==> src/hdl/mt19937_packed_draw_assert.svh <==
// ----------------------------------------------------------------------------
// mt19937_packed_draw assertion macros
// Concurrent checks clocked on clk_i and held off while rst_ni is low.
// ----------------------------------------------------------------------------
`ifndef MT19937_PACKED_DRAW_ASSERT_SVH
`define MT19937_PACKED_DRAW_ASSERT_SVH

// Same-cycle implication.
`define MTPD_ASSERT_IMPLIES(label, ante, cons, msg) \
  label: assert property (@(posedge clk_i) disable iff (!rst_ni) \
    (ante) |-> (cons)) else $error(msg);

// Next-cycle implication.
`define MTPD_ASSERT_NEXT(label, ante, cons, msg) \
  label: assert property (@(posedge clk_i) disable iff (!rst_ni) \
    (ante) |=> (cons)) else $error(msg);

`endif

==> src/hdl/mtpd_pkg.sv <==
// ----------------------------------------------------------------------------
// mtpd_pkg
// Constants and sequencer states shared by the packed MT19937 draw block.
// ----------------------------------------------------------------------------
package mtpd_pkg;

  localparam int unsigned Words  = 624;
  localparam int unsigned Shift  = 397;
  localparam int unsigned Draws  = 6;
  localparam int unsigned PosMax = Words - Draws - Shift;

  localparam logic [31:0] InitMul  = 32'd1812433253;
  localparam logic [31:0] LcgMulLo = 32'h6C07_8965;
  localparam logic [31:0] LcgMulHi = 32'h5D58_8B65;
  localparam logic [31:0] LcgAdd   = 32'h0026_9EC3;
  localparam logic [31:0] Matrix   = 32'h9908_B0DF;
  localparam logic [31:0] Upper    = 32'h8000_0000;
  localparam logic [31:0] Lower    = 32'h7FFF_FFFF;
  localparam logic [31:0] TemperB  = 32'h9D2C_5680;
  localparam logic [31:0] TemperC  = 32'hEFC6_0000;

  typedef enum logic [2:0] {
    S_IDLE,
    S_LCG,
    S_INIT,
    S_TWIST,
    S_OUT
  } state_e;

endpackage

==> src/hdl/mtpd_mul.sv <==
// ----------------------------------------------------------------------------
// mtpd_mul
// Shared 32x32 multiplier with a registered 64-bit product.
// ----------------------------------------------------------------------------
module mtpd_mul (
  input  logic        clk_i,
  input  logic [31:0] a_i,
  input  logic [31:0] b_i,
  output logic [63:0] prod_o
);

  logic [63:0] prod_d;
  logic [63:0] prod_q;

  assign prod_d = {32'd0, a_i} * {32'd0, b_i};

  always_ff @(posedge clk_i) begin
    prod_q <= prod_d;
  end

  assign prod_o = prod_q;

endmodule

==> src/hdl/mtpd_twist.sv <==
// ----------------------------------------------------------------------------
// mtpd_twist
// One twist step on three state words, tempered, top five bits kept.
// ----------------------------------------------------------------------------
module mtpd_twist (
  input  logic [31:0] cur_i,
  input  logic [31:0] nxt_i,
  input  logic [31:0] far_i,
  output logic [4:0]  draw_o
);

  logic [31:0] x;
  logic [31:0] xa;
  logic [31:0] y0;
  logic [31:0] y1;
  logic [31:0] y2;
  logic [31:0] y3;
  logic [31:0] y4;

  always_comb begin
    x  = (cur_i & mtpd_pkg::Upper) | (nxt_i & mtpd_pkg::Lower);
    xa = (x >> 1) ^ (x[0] ? mtpd_pkg::Matrix : 32'd0);
    y0 = far_i ^ xa;
    // temper
    y1 = y0 ^ (y0 >> 11);
    y2 = y1 ^ ((y1 << 7) & mtpd_pkg::TemperB);
    y3 = y2 ^ ((y2 << 15) & mtpd_pkg::TemperC);
    y4 = y3 ^ (y3 >> 18);
  end

  assign draw_o = y4[31:27];

endmodule

==> src/hdl/mt19937_packed_draw.sv <==
// Input transfer to valid result: optional LCG step (opcode 1), state initialisation
// up to word position+402, six twist steps; an out-of-range position goes straight
// to the result. One item at a time: input is not ready until the result is taken.
// The state initialisation runs one step a cycle through the multiplier.
// Reset (rst_ni low, asynchronous) returns the sequencer to idle; no clearing pass.
// ----------------------------------------------------------------------------
// mt19937_packed_draw
// Six 5-bit MT19937 draws from a 64-bit seed, packed into a 30-bit code.
// ----------------------------------------------------------------------------
`include "mt19937_packed_draw_assert.svh"

module mt19937_packed_draw (
  input  logic        clk_i,
  input  logic        rst_ni,
  // input stream
  input  logic        s_axis_tvalid,
  output logic        s_axis_tready,
  input  logic [79:0] s_axis_tdata,  // [63:0] seed, [73:64] position, [79:74] zero
  input  logic        s_axis_tuser,  // [0] opcode
  // result stream
  output logic        m_axis_tvalid,
  input  logic        m_axis_tready,
  output logic [31:0] m_axis_tdata,  // [29:0] packed_code, [31:30] zero
  output logic        m_axis_tuser   // [0] error
);

  localparam int unsigned LoN = mtpd_pkg::Draws + 1;
  localparam int unsigned HiN = mtpd_pkg::Draws;

  mtpd_pkg::state_e state_q, state_d;

  // Payload and sequencing registers
  logic [63:0] seed_q;
  logic [9:0]  pos_q;
  logic [31:0] acc_q;          // seed upper word, after the optional LCG step
  logic [1:0]  cnt_q;          // LCG partial-product step
  logic [9:0]  idx_q;          // index of the word produced this cycle
  logic        first_q;
  logic [31:0] lo_q [LoN];     // words position .. position+6
  logic [31:0] hi_q [HiN];     // words position+397 .. position+402
  logic [2:0]  k_q;
  logic [29:0] code_q;
  logic        err_q;

  logic        in_xfer;
  logic        out_xfer;
  logic [9:0]  in_pos;
  logic        pos_bad;
  logic [31:0] mul_a;
  logic [31:0] mul_b;
  logic [63:0] prod;
  logic [31:0] cur_word;
  logic [31:0] cur_mix;
  logic [9:0]  last_idx;
  logic [9:0]  diff;
  logic [9:0]  hi_diff;
  logic        lo_hit;
  logic        hi_hit;
  logic [32:0] lcg_low;
  logic [4:0]  draw;

  assign in_xfer  = s_axis_tvalid && s_axis_tready;
  assign out_xfer = m_axis_tvalid && m_axis_tready;
  assign in_pos   = s_axis_tdata[73:64];
  assign pos_bad  = in_pos > 10'(mtpd_pkg::PosMax);

  // Current state word: the seed word first, then the recurrence output.
  assign cur_word = first_q ? acc_q : (prod[31:0] + {22'd0, idx_q});
  assign cur_mix  = cur_word ^ (cur_word >> 30);
  assign last_idx = pos_q + 10'(mtpd_pkg::Shift + mtpd_pkg::Draws - 1);

  // Capture windows for the words the twist reads
  assign diff    = idx_q - pos_q;
  assign hi_diff = diff - 10'(mtpd_pkg::Shift);
  assign lo_hit  = (idx_q >= pos_q) && (diff < 10'(LoN));
  assign hi_hit  = (idx_q >= pos_q) && (diff >= 10'(mtpd_pkg::Shift))
                   && (hi_diff < 10'(HiN));

  // Carry of the additive constant into the upper word
  assign lcg_low = {1'b0, prod[31:0]} + {1'b0, mtpd_pkg::LcgAdd};

  // Shared multiplier operand selection
  always_comb begin
    mul_a = 32'd0;
    mul_b = 32'd0;
    case (state_q)
      mtpd_pkg::S_LCG: begin
        case (cnt_q)
          2'd0: begin
            mul_a = seed_q[31:0];
            mul_b = mtpd_pkg::LcgMulLo;
          end
          2'd1: begin
            mul_a = seed_q[63:32];
            mul_b = mtpd_pkg::LcgMulLo;
          end
          2'd2: begin
            mul_a = seed_q[31:0];
            mul_b = mtpd_pkg::LcgMulHi;
          end
          default: begin
            mul_a = 32'd0;
            mul_b = 32'd0;
          end
        endcase
      end
      mtpd_pkg::S_INIT: begin
        mul_a = cur_mix;
        mul_b = mtpd_pkg::InitMul;
      end
      default: begin
        mul_a = 32'd0;
        mul_b = 32'd0;
      end
    endcase
  end

  mtpd_mul u_mul (
    .clk_i  (clk_i),
    .a_i    (mul_a),
    .b_i    (mul_b),
    .prod_o (prod)
  );

  mtpd_twist u_twist (
    .cur_i  (lo_q[0]),
    .nxt_i  (lo_q[1]),
    .far_i  (hi_q[0]),
    .draw_o (draw)
  );

  // Next-state logic
  always_comb begin
    state_d = state_q;
    case (state_q)
      mtpd_pkg::S_IDLE: begin
        if (in_xfer) begin
          if (pos_bad) begin
            state_d = mtpd_pkg::S_OUT;
          end else if (s_axis_tuser) begin
            state_d = mtpd_pkg::S_LCG;
          end else begin
            state_d = mtpd_pkg::S_INIT;
          end
        end
      end
      mtpd_pkg::S_LCG: begin
        if (cnt_q == 2'd3) begin
          state_d = mtpd_pkg::S_INIT;
        end
      end
      mtpd_pkg::S_INIT: begin
        if (idx_q == last_idx) begin
          state_d = mtpd_pkg::S_TWIST;
        end
      end
      mtpd_pkg::S_TWIST: begin
        if (k_q == 3'(mtpd_pkg::Draws - 1)) begin
          state_d = mtpd_pkg::S_OUT;
        end
      end
      mtpd_pkg::S_OUT: begin
        if (out_xfer) begin
          state_d = mtpd_pkg::S_IDLE;
        end
      end
      default: begin
        state_d = mtpd_pkg::S_IDLE;
      end
    endcase
  end

  // Handshake outputs
  always_comb begin
    s_axis_tready = 1'b0;
    m_axis_tvalid = 1'b0;
    case (state_q)
      mtpd_pkg::S_IDLE: s_axis_tready = 1'b1;
      mtpd_pkg::S_OUT:  m_axis_tvalid = 1'b1;
      default: begin
        s_axis_tready = 1'b0;
        m_axis_tvalid = 1'b0;
      end
    endcase
  end

  assign m_axis_tdata = {2'b00, code_q};
  assign m_axis_tuser = err_q;

  always_ff @(posedge clk_i or negedge rst_ni) begin
    if (!rst_ni) begin
      state_q <= mtpd_pkg::S_IDLE;
    end else begin
      state_q <= state_d;
    end
  end

  // Datapath
  always_ff @(posedge clk_i) begin
    case (state_q)
      mtpd_pkg::S_IDLE: begin
        if (in_xfer) begin
          seed_q  <= s_axis_tdata[63:0];
          pos_q   <= in_pos;
          acc_q   <= s_axis_tdata[63:32];
          cnt_q   <= 2'd0;
          idx_q   <= 10'd0;
          first_q <= 1'b1;
          k_q     <= 3'd0;
          code_q  <= 30'd0;
          err_q   <= pos_bad;
        end
      end
      mtpd_pkg::S_LCG: begin
        // Accumulate the upper word of seed * multiplier + constant
        case (cnt_q)
          2'd1:    acc_q <= prod[63:32] + {31'd0, lcg_low[32]};
          2'd2:    acc_q <= acc_q + prod[31:0];
          2'd3:    acc_q <= acc_q + prod[31:0];
          default: acc_q <= acc_q;
        endcase
        cnt_q <= cnt_q + 2'd1;
      end
      mtpd_pkg::S_INIT: begin
        // Hold only the words the twist reads
        if (lo_hit) begin
          lo_q[diff[2:0]] <= cur_word;
        end
        if (hi_hit) begin
          hi_q[hi_diff[2:0]] <= cur_word;
        end
        first_q <= 1'b0;
        idx_q   <= idx_q + 10'd1;
      end
      mtpd_pkg::S_TWIST: begin
        // Advance both windows by one word; the newest draw enters at the top
        for (int i = 0; i < LoN - 1; i++) begin
          lo_q[i] <= lo_q[i + 1];
        end
        for (int i = 0; i < HiN - 1; i++) begin
          hi_q[i] <= hi_q[i + 1];
        end
        code_q <= {draw, code_q[29:5]};
        k_q    <= k_q + 3'd1;
      end
      default: begin
        k_q <= k_q;
      end
    endcase
  end

  // Checks
  `MTPD_ASSERT_IMPLIES(a_one_item, s_axis_tready, !m_axis_tvalid, "ready while result pending")
  `MTPD_ASSERT_IMPLIES(a_err_zero, m_axis_tvalid && m_axis_tuser, m_axis_tdata == 32'd0, "error with nonzero code")
  `MTPD_ASSERT_IMPLIES(a_init_bound, state_q == mtpd_pkg::S_INIT, idx_q <= last_idx, "init ran past last word")
  `MTPD_ASSERT_NEXT(a_busy_after, in_xfer, !s_axis_tready, "ready right after a transfer")

endmodule

==> config.mk <==
export PLATFORM = sky130hd
export DESIGN_NAME = mt19937_packed_draw
export DESIGN_NICKNAME = d
export VERILOG_FILES = /design/src/hdl/mtpd_pkg.sv /design/src/hdl/mtpd_mul.sv /design/src/hdl/mtpd_twist.sv /design/src/hdl/mt19937_packed_draw.sv
export VERILOG_INCLUDE_DIRS = /design/src /design/src/hdl
export SDC_FILE = /design/constraint.sdc
export NUM_CORES = 2
export LEC_CHECK = 0
export ABC_AREA = 1
export BUFFER_PORTS_ARGS = -buffer_cell sky130_fd_sc_hd__buf_2
export CAP_MARGIN = 20
export CORE_MARGIN = 1.5
export CORE_UTILIZATION = 45
export DETAILED_ROUTE_END_ITERATION = 8
export PLACE_DENSITY = 0.71
export SYNTH_ARGS = -nofsm -noshare
export SYNTH_HDL_FRONTEND = slang
export SYNTH_SLANG_ARGS = --single-unit
==> constraint.sdc <==
create_clock -name clk_i -period 15.38 [get_ports clk_i]
set_input_delay 3.076 -clock clk_i [delete_from_list [all_inputs] [get_ports clk_i]]
set_output_delay 3.076 -clock clk_i [all_outputs]
set_load 0.005 [all_outputs]
Yosys cells after proc, flatten, opt, wreduce, memory -nomap -nowiden --
Memory sizes are Yosys's and may differ from the RTL's. Index checks and enable logic that the tools add are counted.
Word-level totals: bits in registers 220, memory bits (writable) 416, input port bits 85, output and inout bits 35, word-level logic and storage cells 116, memories 2
Cells by class: $add $sub $neg 10, multipliers 1, $lt $le $gt $ge 5, equal/unequal tests 15, mux-type cells 43, bitwise operators 8, reduce and logical (&&, ||, !) cells 21
Memory list:
- lo_q | words 7, width 32, rd ports 7, clocked after memory_dff 0, write ports 6, line mt19937_packed_draw.sv:39 | logic [31:0] lo_q [LoN];
- hi_q | words 6, width 32, rd ports 6, clocked after memory_dff 0, write ports 5, line mt19937_packed_draw.sv:40 | logic [31:0] hi_q [HiN];
Operators with widths (count):
- one-hot mux 32 bit (2 select lines) | 5
- two-way mux 32 bit | 5
- bitwise XOR 32 bit | 3
- multiplier 32 x 32 -> 64 bit | 1
- OR reduction 32 bit | 2
- one-hot mux 31 bit (2 select lines) | 1
- one-hot mux 30 bit (2 select lines) | 1
- adder 32 x 22 -> 33 bit (second input constant) | 1
- adder 32 x 1 -> 32 bit | 1
- adder 32 x 10 -> 32 bit | 1
- adder 32 bit | 1
- OR 32 x 31 -> 32 bit | 1
- bitwise XOR 31 x 32 -> 32 bit | 1
- bitwise XOR 32 x 14 -> 32 bit | 1
- bitwise XOR 32 x 2 -> 32 bit | 1
- bitwise XOR 32 x 21 -> 32 bit | 1
- two-way mux 30 bit | 1
- two-way mux 3 bit | 9
- less-than comparator 10 x 3 -> 1 bit (second input constant) | 2
- one-hot mux 10 bit (2 select lines) | 1
- one-hot mux 3 bit (5 select lines) | 1
- two-way mux 1 bit | 13
- adder 10 x 1 -> 10 bit (second input constant) | 1
- adder 10 x 9 -> 10 bit (second input constant) | 1
- other kinds (28) | 47

Longest topological paths before layout --
An unclocked memory read counts as a cell.
depth in word-level cells 10, depth in mapped cells 46, gate-level depth less buffers 46

Hierarchy --
From an unflattened synthesis, not the netlist that was laid out.
Unflattened totals: cells, all modules 8047, area total of the unflattened synthesis 66171.0 um^2
By module, submodules not included:
- mtpd_mul | times used 1, cells an instance 5023, area an instance 37457.2 um^2
- mt19937_packed_draw | times used 1, cells an instance 2903, area an instance 28093.2 um^2
- mtpd_twist | times used 1, cells an instance 121, area an instance 620.6 um^2

Least setup slack after synthesis --
OpenSTA, ideal clock, no wires.
kind in2reg, start input s_axis_tvalid, end register acc_q[0] (enable), setup time 0.391 ns, arrival time 7.669 ns, data required time 14.989 ns, setup slack 7.320 ns, cell stages on the path 5, path buffers 0, path through inv_1 > nor2_1 > inv_1 > nand2_1 > o21a_1
On the way: longest elaborated chain between the ends 3
Ends and longest elaborated chain:
- start, declared | line mt19937_packed_draw.sv:16 | input logic s_axis_tvalid,
- logical AND 1 bit | line mt19937_packed_draw.sv:62 | assign in_xfer = s_axis_tvalid && s_axis_tready;
- inequality test 2 bit (no line)
- AND reduction 3 bit (no line)
- end signal, assigned | line mt19937_packed_draw.sv:205 | acc_q <= s_axis_tdata[63:32];
- end signal, assigned | line mt19937_packed_draw.sv:217 | 2'd1: acc_q <= prod[63:32] + {31'd0, lcg_low[32]};
- end signal, assigned | line mt19937_packed_draw.sv:218 | 2'd2: acc_q <= acc_q + prod[31:0];
- end, declared | line mt19937_packed_draw.sv:35 | logic [31:0] acc_q;
No other way between the ends. A chain may end at the register's enable or synchronous reset.

Worst setup path after layout --
start register state_q[2], end register u_mul.prod_q[58], in the netlist u_mul.prod_o[58]
On the way: longest elaborated chain between the ends 3, elaborated cells on any way between the ends 5, those cells by class mul: 1; eq/ne: 2; mux: 2
Ends and longest elaborated chain:
- start, declared | line mt19937_packed_draw.sv:30 | mtpd_pkg::state_e state_q, state_d;
- start signal, assigned | line mt19937_packed_draw.sv:192 | state_q <= mtpd_pkg::S_IDLE;
- start signal, assigned | line mt19937_packed_draw.sv:194 | state_q <= state_d;
- == test 3 x 2 -> 1 bit / == test 3 x 1 -> 1 bit (equally long branches) | line mt19937_packed_draw.sv:86 | case (state_q)
- one-hot mux 32 bit (2 select lines) | line mt19937_packed_draw.sv:86
- multiplier 32 x 32 -> 64 bit (*) | line mtpd_mul.sv:15 | assign prod_d = {32'd0, a_i} * {32'd0, b_i};
- via u_mul.prod_d[58] | line mtpd_mul.sv:12 | logic [63:0] prod_d;
- end signal, assigned | line mtpd_mul.sv:18 | prod_q <= prod_d;
- end, declared | line mtpd_mul.sv:13 | logic [63:0] prod_q;
Mark *: on every way through the listed nets, which the timed path passes. The rest lies on a longest branch.

==> results_dict.tcl <==
set metrics [dict create \
    switchingPower_uw 471 \
    cts_tree "built" \
    placed_cells 6319 \
    grt_first_pass_wirelength_um 195000 \
    period_needed_ns 10.24 \
    drv_slew 0 \
    ctsResizeCount 0 \
    period_share_pct 66.5 \
    register_area_sq_mm 0.0125 \
    cap_violations 0 \
    sw_frac_of_total_pct 20.3 \
    setup_viol_count_final 0 \
    grt.overflow.total 0 \
    worst_pin_slew_ns 1.07 \
    worst_path_most_repeated_cell "fa_1" \
    syn_inst 4942 \
    hold_path.class "flip-flop to flip-flop" \
    ys.warnings.count 0 \
    grt_max_degree 102 \
    instances_no_fill 6402 \
    post-place-ws_ns 5.34 \
    core_area_sq_mm 0.0989 \
    mostFrequentLayoutCell "inv_1" \
    slowest_delay_ns 0.90 \
    power_frac_comb_pct 1.0 \
    leakage_nw 24.1 \
    numPortBuffers 111 \
    syn_to_final_growth_pct 8.07 \
    antenna_found_initial 4 \
    die_h_um 320 \
    cts_buffers 45 \
    drt_pass1_iterations 6 \
    htreeDepth 2 \
    skew_ns 0.0292 \
    drive_gt1_share_pct 6.84 \
    final-hold-violation-count 0 \
    criticalPathCategory "flip-flop to flip-flop" \
    crit_fanout 39 \
    cts_setup_buffers 0 \
    multiInputGateArea_sq_mm 0.0278 \
    cts.clk_slew.worst_paths_ns 0.07 \
    grt_use_total_pct 25.0 \
    n_fill_cell 9183 \
    ys_seq_area_share_pct 27.7 \
    syn_avg_cell_area_sq_um 9.12 \
    p_int_mw 1.85 \
    ys_seq_elements 437 \
    die_x_um 320 \
    nets 6225 \
    clk_latency_ns 0.58 \
    synth-async-reset-ratio_pct 0.686 \
    outcome "complete, no violations" \
    fmax_mhz 97.7 \
    rows 115 \
    routabilityCongestion 0.969 \
    die_area_sq_mm 0.102 \
    routedWlPerCell_um 19.7 \
    via_per_inst 5.22 \
    setup_ws_ns 5.14 \
    slew_headroom_pct 28.4 \
    routed_wl_um 126000 \
    synthFlopType "edfxtp_1" \
    clk_path_buf_depth 3 \
    drc 0 \
    p_seq_share_pct 54.8 \
    dpl.hpwl_um 104000 \
    num_vias 33400 \
    syn-cell-area_sq_mm 0.0451 \
    drt-initial-drc-count 2591 \
    ant_nets 0 \
    critical_path_arrival_ns 10.70 \
    clock_sinks 437 \
    layout_common_cells "inv_1 (1164), nand2_1 (931), ha_1 (542)" \
    power_density_mw_per_mm2 47.6 \
    synth_cell_type_count 62 \
    required_ns 15.85 \
    root_buffer "clkbuf_16" \
    cp-end-kind "flip-flop" \
    totalPowerFinal_mw 2.32 \
    start_util_pct 45.6 \
    ir_drop_uv 68.0 \
    p_clk_share_pct 44.2 \
    io_pins 120 \
    grt_pass1_vias 34000 \
    setup.worst_path.start_class "flip-flop" \
    grt_setup_unrepaired "no" \
    synth-edff-count 370 \
    crit_path_top_delay_cell "nor2_1" \
    cts_hold_buf 0 \
    finalSetupTns_ns 0 \
]
## state kept, by name (all words and copies together), names as in the netlist
name          flops
lo_q            109
hi_q            108
seed_q           64
u_mul.prod_o     64
acc_q            32
code_q           30
idx_q            10
pos_q            10
k_q               3
state_q           3
cnt_q             2
first_q           1
m_axis_tuser      1
## power groups by stage
stage | clock network [mW] | logic (mW) | registers [mW]
floorplan | 0 | 0.00497 | 1.30
global route | 1.08 | 0.0240 | 1.27
detailed placement | 0 | 0.0226 | 1.30
global placement | 0 | 0.0225 | 1.30
finish | 1.02 | 0.0231 | 1.27
CTS | 1.04 | 0.0227 | 1.27
## critical path: cells and delay by family, from the launching register on
| kind | cells | cell delay (ns) |
|---|---|---|
| adder cells (fa/ha/maj) | 9 | 3.81 |
| AND/OR/NAND/NOR | 15 | 3.80 |
| buffers and inverters | 8 | 1.68 |
| flip-flops | 1 | 0.47 |
| AO/OA/AOI/OAI | 1 | 0.26 |
## worst paths after layout
check | start | to | slack, ns | cells past startpoint
max in group asynchronous | rst_ni | state_q[0]$_DFFE_PN0P_ | 12.98 | 1
min reg2reg | lo_q[2][24]$_DFFE_PP_ | lo_q[1][24]$_DFFE_PP_ | 0.51 | 2
min in group asynchronous | rst_ni | state_q[2]$_DFFE_PN0P_ | 2.29 | 1
min | lo_q[2][24]$_DFFE_PP_ | lo_q[1][24]$_DFFE_PP_ | 0.51 | 2
max reg2reg | state_q[2]$_DFFE_PN0P_ | u_mul.prod_o[58]$_DFF_P_ | 5.14 | 33
max | state_q[2]$_DFFE_PN0P_ | u_mul.prod_o[58]$_DFF_P_ | 5.14 | 33
## layout make-up
| cell class | count | area share (%) |
|---|---|---|
| inverter | 1205 | 9.28 |
| clock inverter | 25 | 0.331 |
| timing repair buffer | 159 | 1.91 |
| sequential | 437 | 25.6 |
| tap | 1287 | 3.30 |
| antenna | 1 | 0.00514 |
| multi-input combinational | 3232 | 57.1 |
| clock buffer | 56 | 2.44 |
## logic make-up (layout without fill, tap and decap cells)
group | after synthesis | count (layout) | synth area share, %
xor+xnor | 144 | 144 | 2.83
other cells | 1 | 3 | 0.00832
buf+inv | 1274 | 1445 | 10.7
compound gates | 490 | 490 | 6.52
fa+ha+maj | 1060 | 1060 | 38.0
simple gates | 1536 | 1536 | 14.3
flops | 437 | 437 | 27.7
## Yosys cell counts (4+ instances only)
master	n	share of area, %
nor2_2	16	0.22
a2bb2oi_1	18	0.35
nor2_4	4	0.10
edfxtp_1	370	25
xnor2_1	52	1.0
o211ai_1	11	0.18
o21ai_2	5	0.097
buf_1	4	0.033
nand2_1	931	7.8
nand3_1	130	1.4
o21bai_1	14	0.23
fa_1	518	23
nand3_2	6	0.13
a21oi_1	178	2.0
a22o_1	27	0.52
o21a_1	15	0.25
nand2_2	23	0.32
a31oi_1	33	0.46
dfxtp_1	64	2.8
inv_1	1164	9.7
and2_1	5	0.069
a21boi_0	7	0.12
a22oi_1	4	0.067
nor2_1	288	2.4
buf_2	19	0.21
a21o_1	18	0.30
nand4_1	30	0.42
nand3b_1	9	0.15
nor4_1	11	0.15
o21ai_1	12	0.13
ha_1	542	15
nor3_1	42	0.47
xor2_1	90	1.7
nor3_2	5	0.11
clkbuf_1	43	0.36
or2_2	23	0.32
o21ai_0	128	1.4
inv_2	38	0.32
and3_1	5	0.069
## per-layer routing
metal	track usage [%]	vias up	routed length [um]
met5	0	-	14
met4	10.1	2	5720
met3	3.43	253	7880
met2	42.8	1030	60700
met1	31.8	16300	51800
li1	-	15800	-
## metrics by stage
stage	utilization (%)	instance area [sq um]	hold slack, ns
6_report	49.3	48700	0.512
5_1_grt	49.3	48700	0.527
4_1_cts	49.3	48700	0.514
3_5_place_dp	47.9	47400	0.503
3_3_place_gp	47.9	47400	0.497
2_1_floorplan	-	45100	0.495
Note: power is estimated with default switching activity, not from simulation.
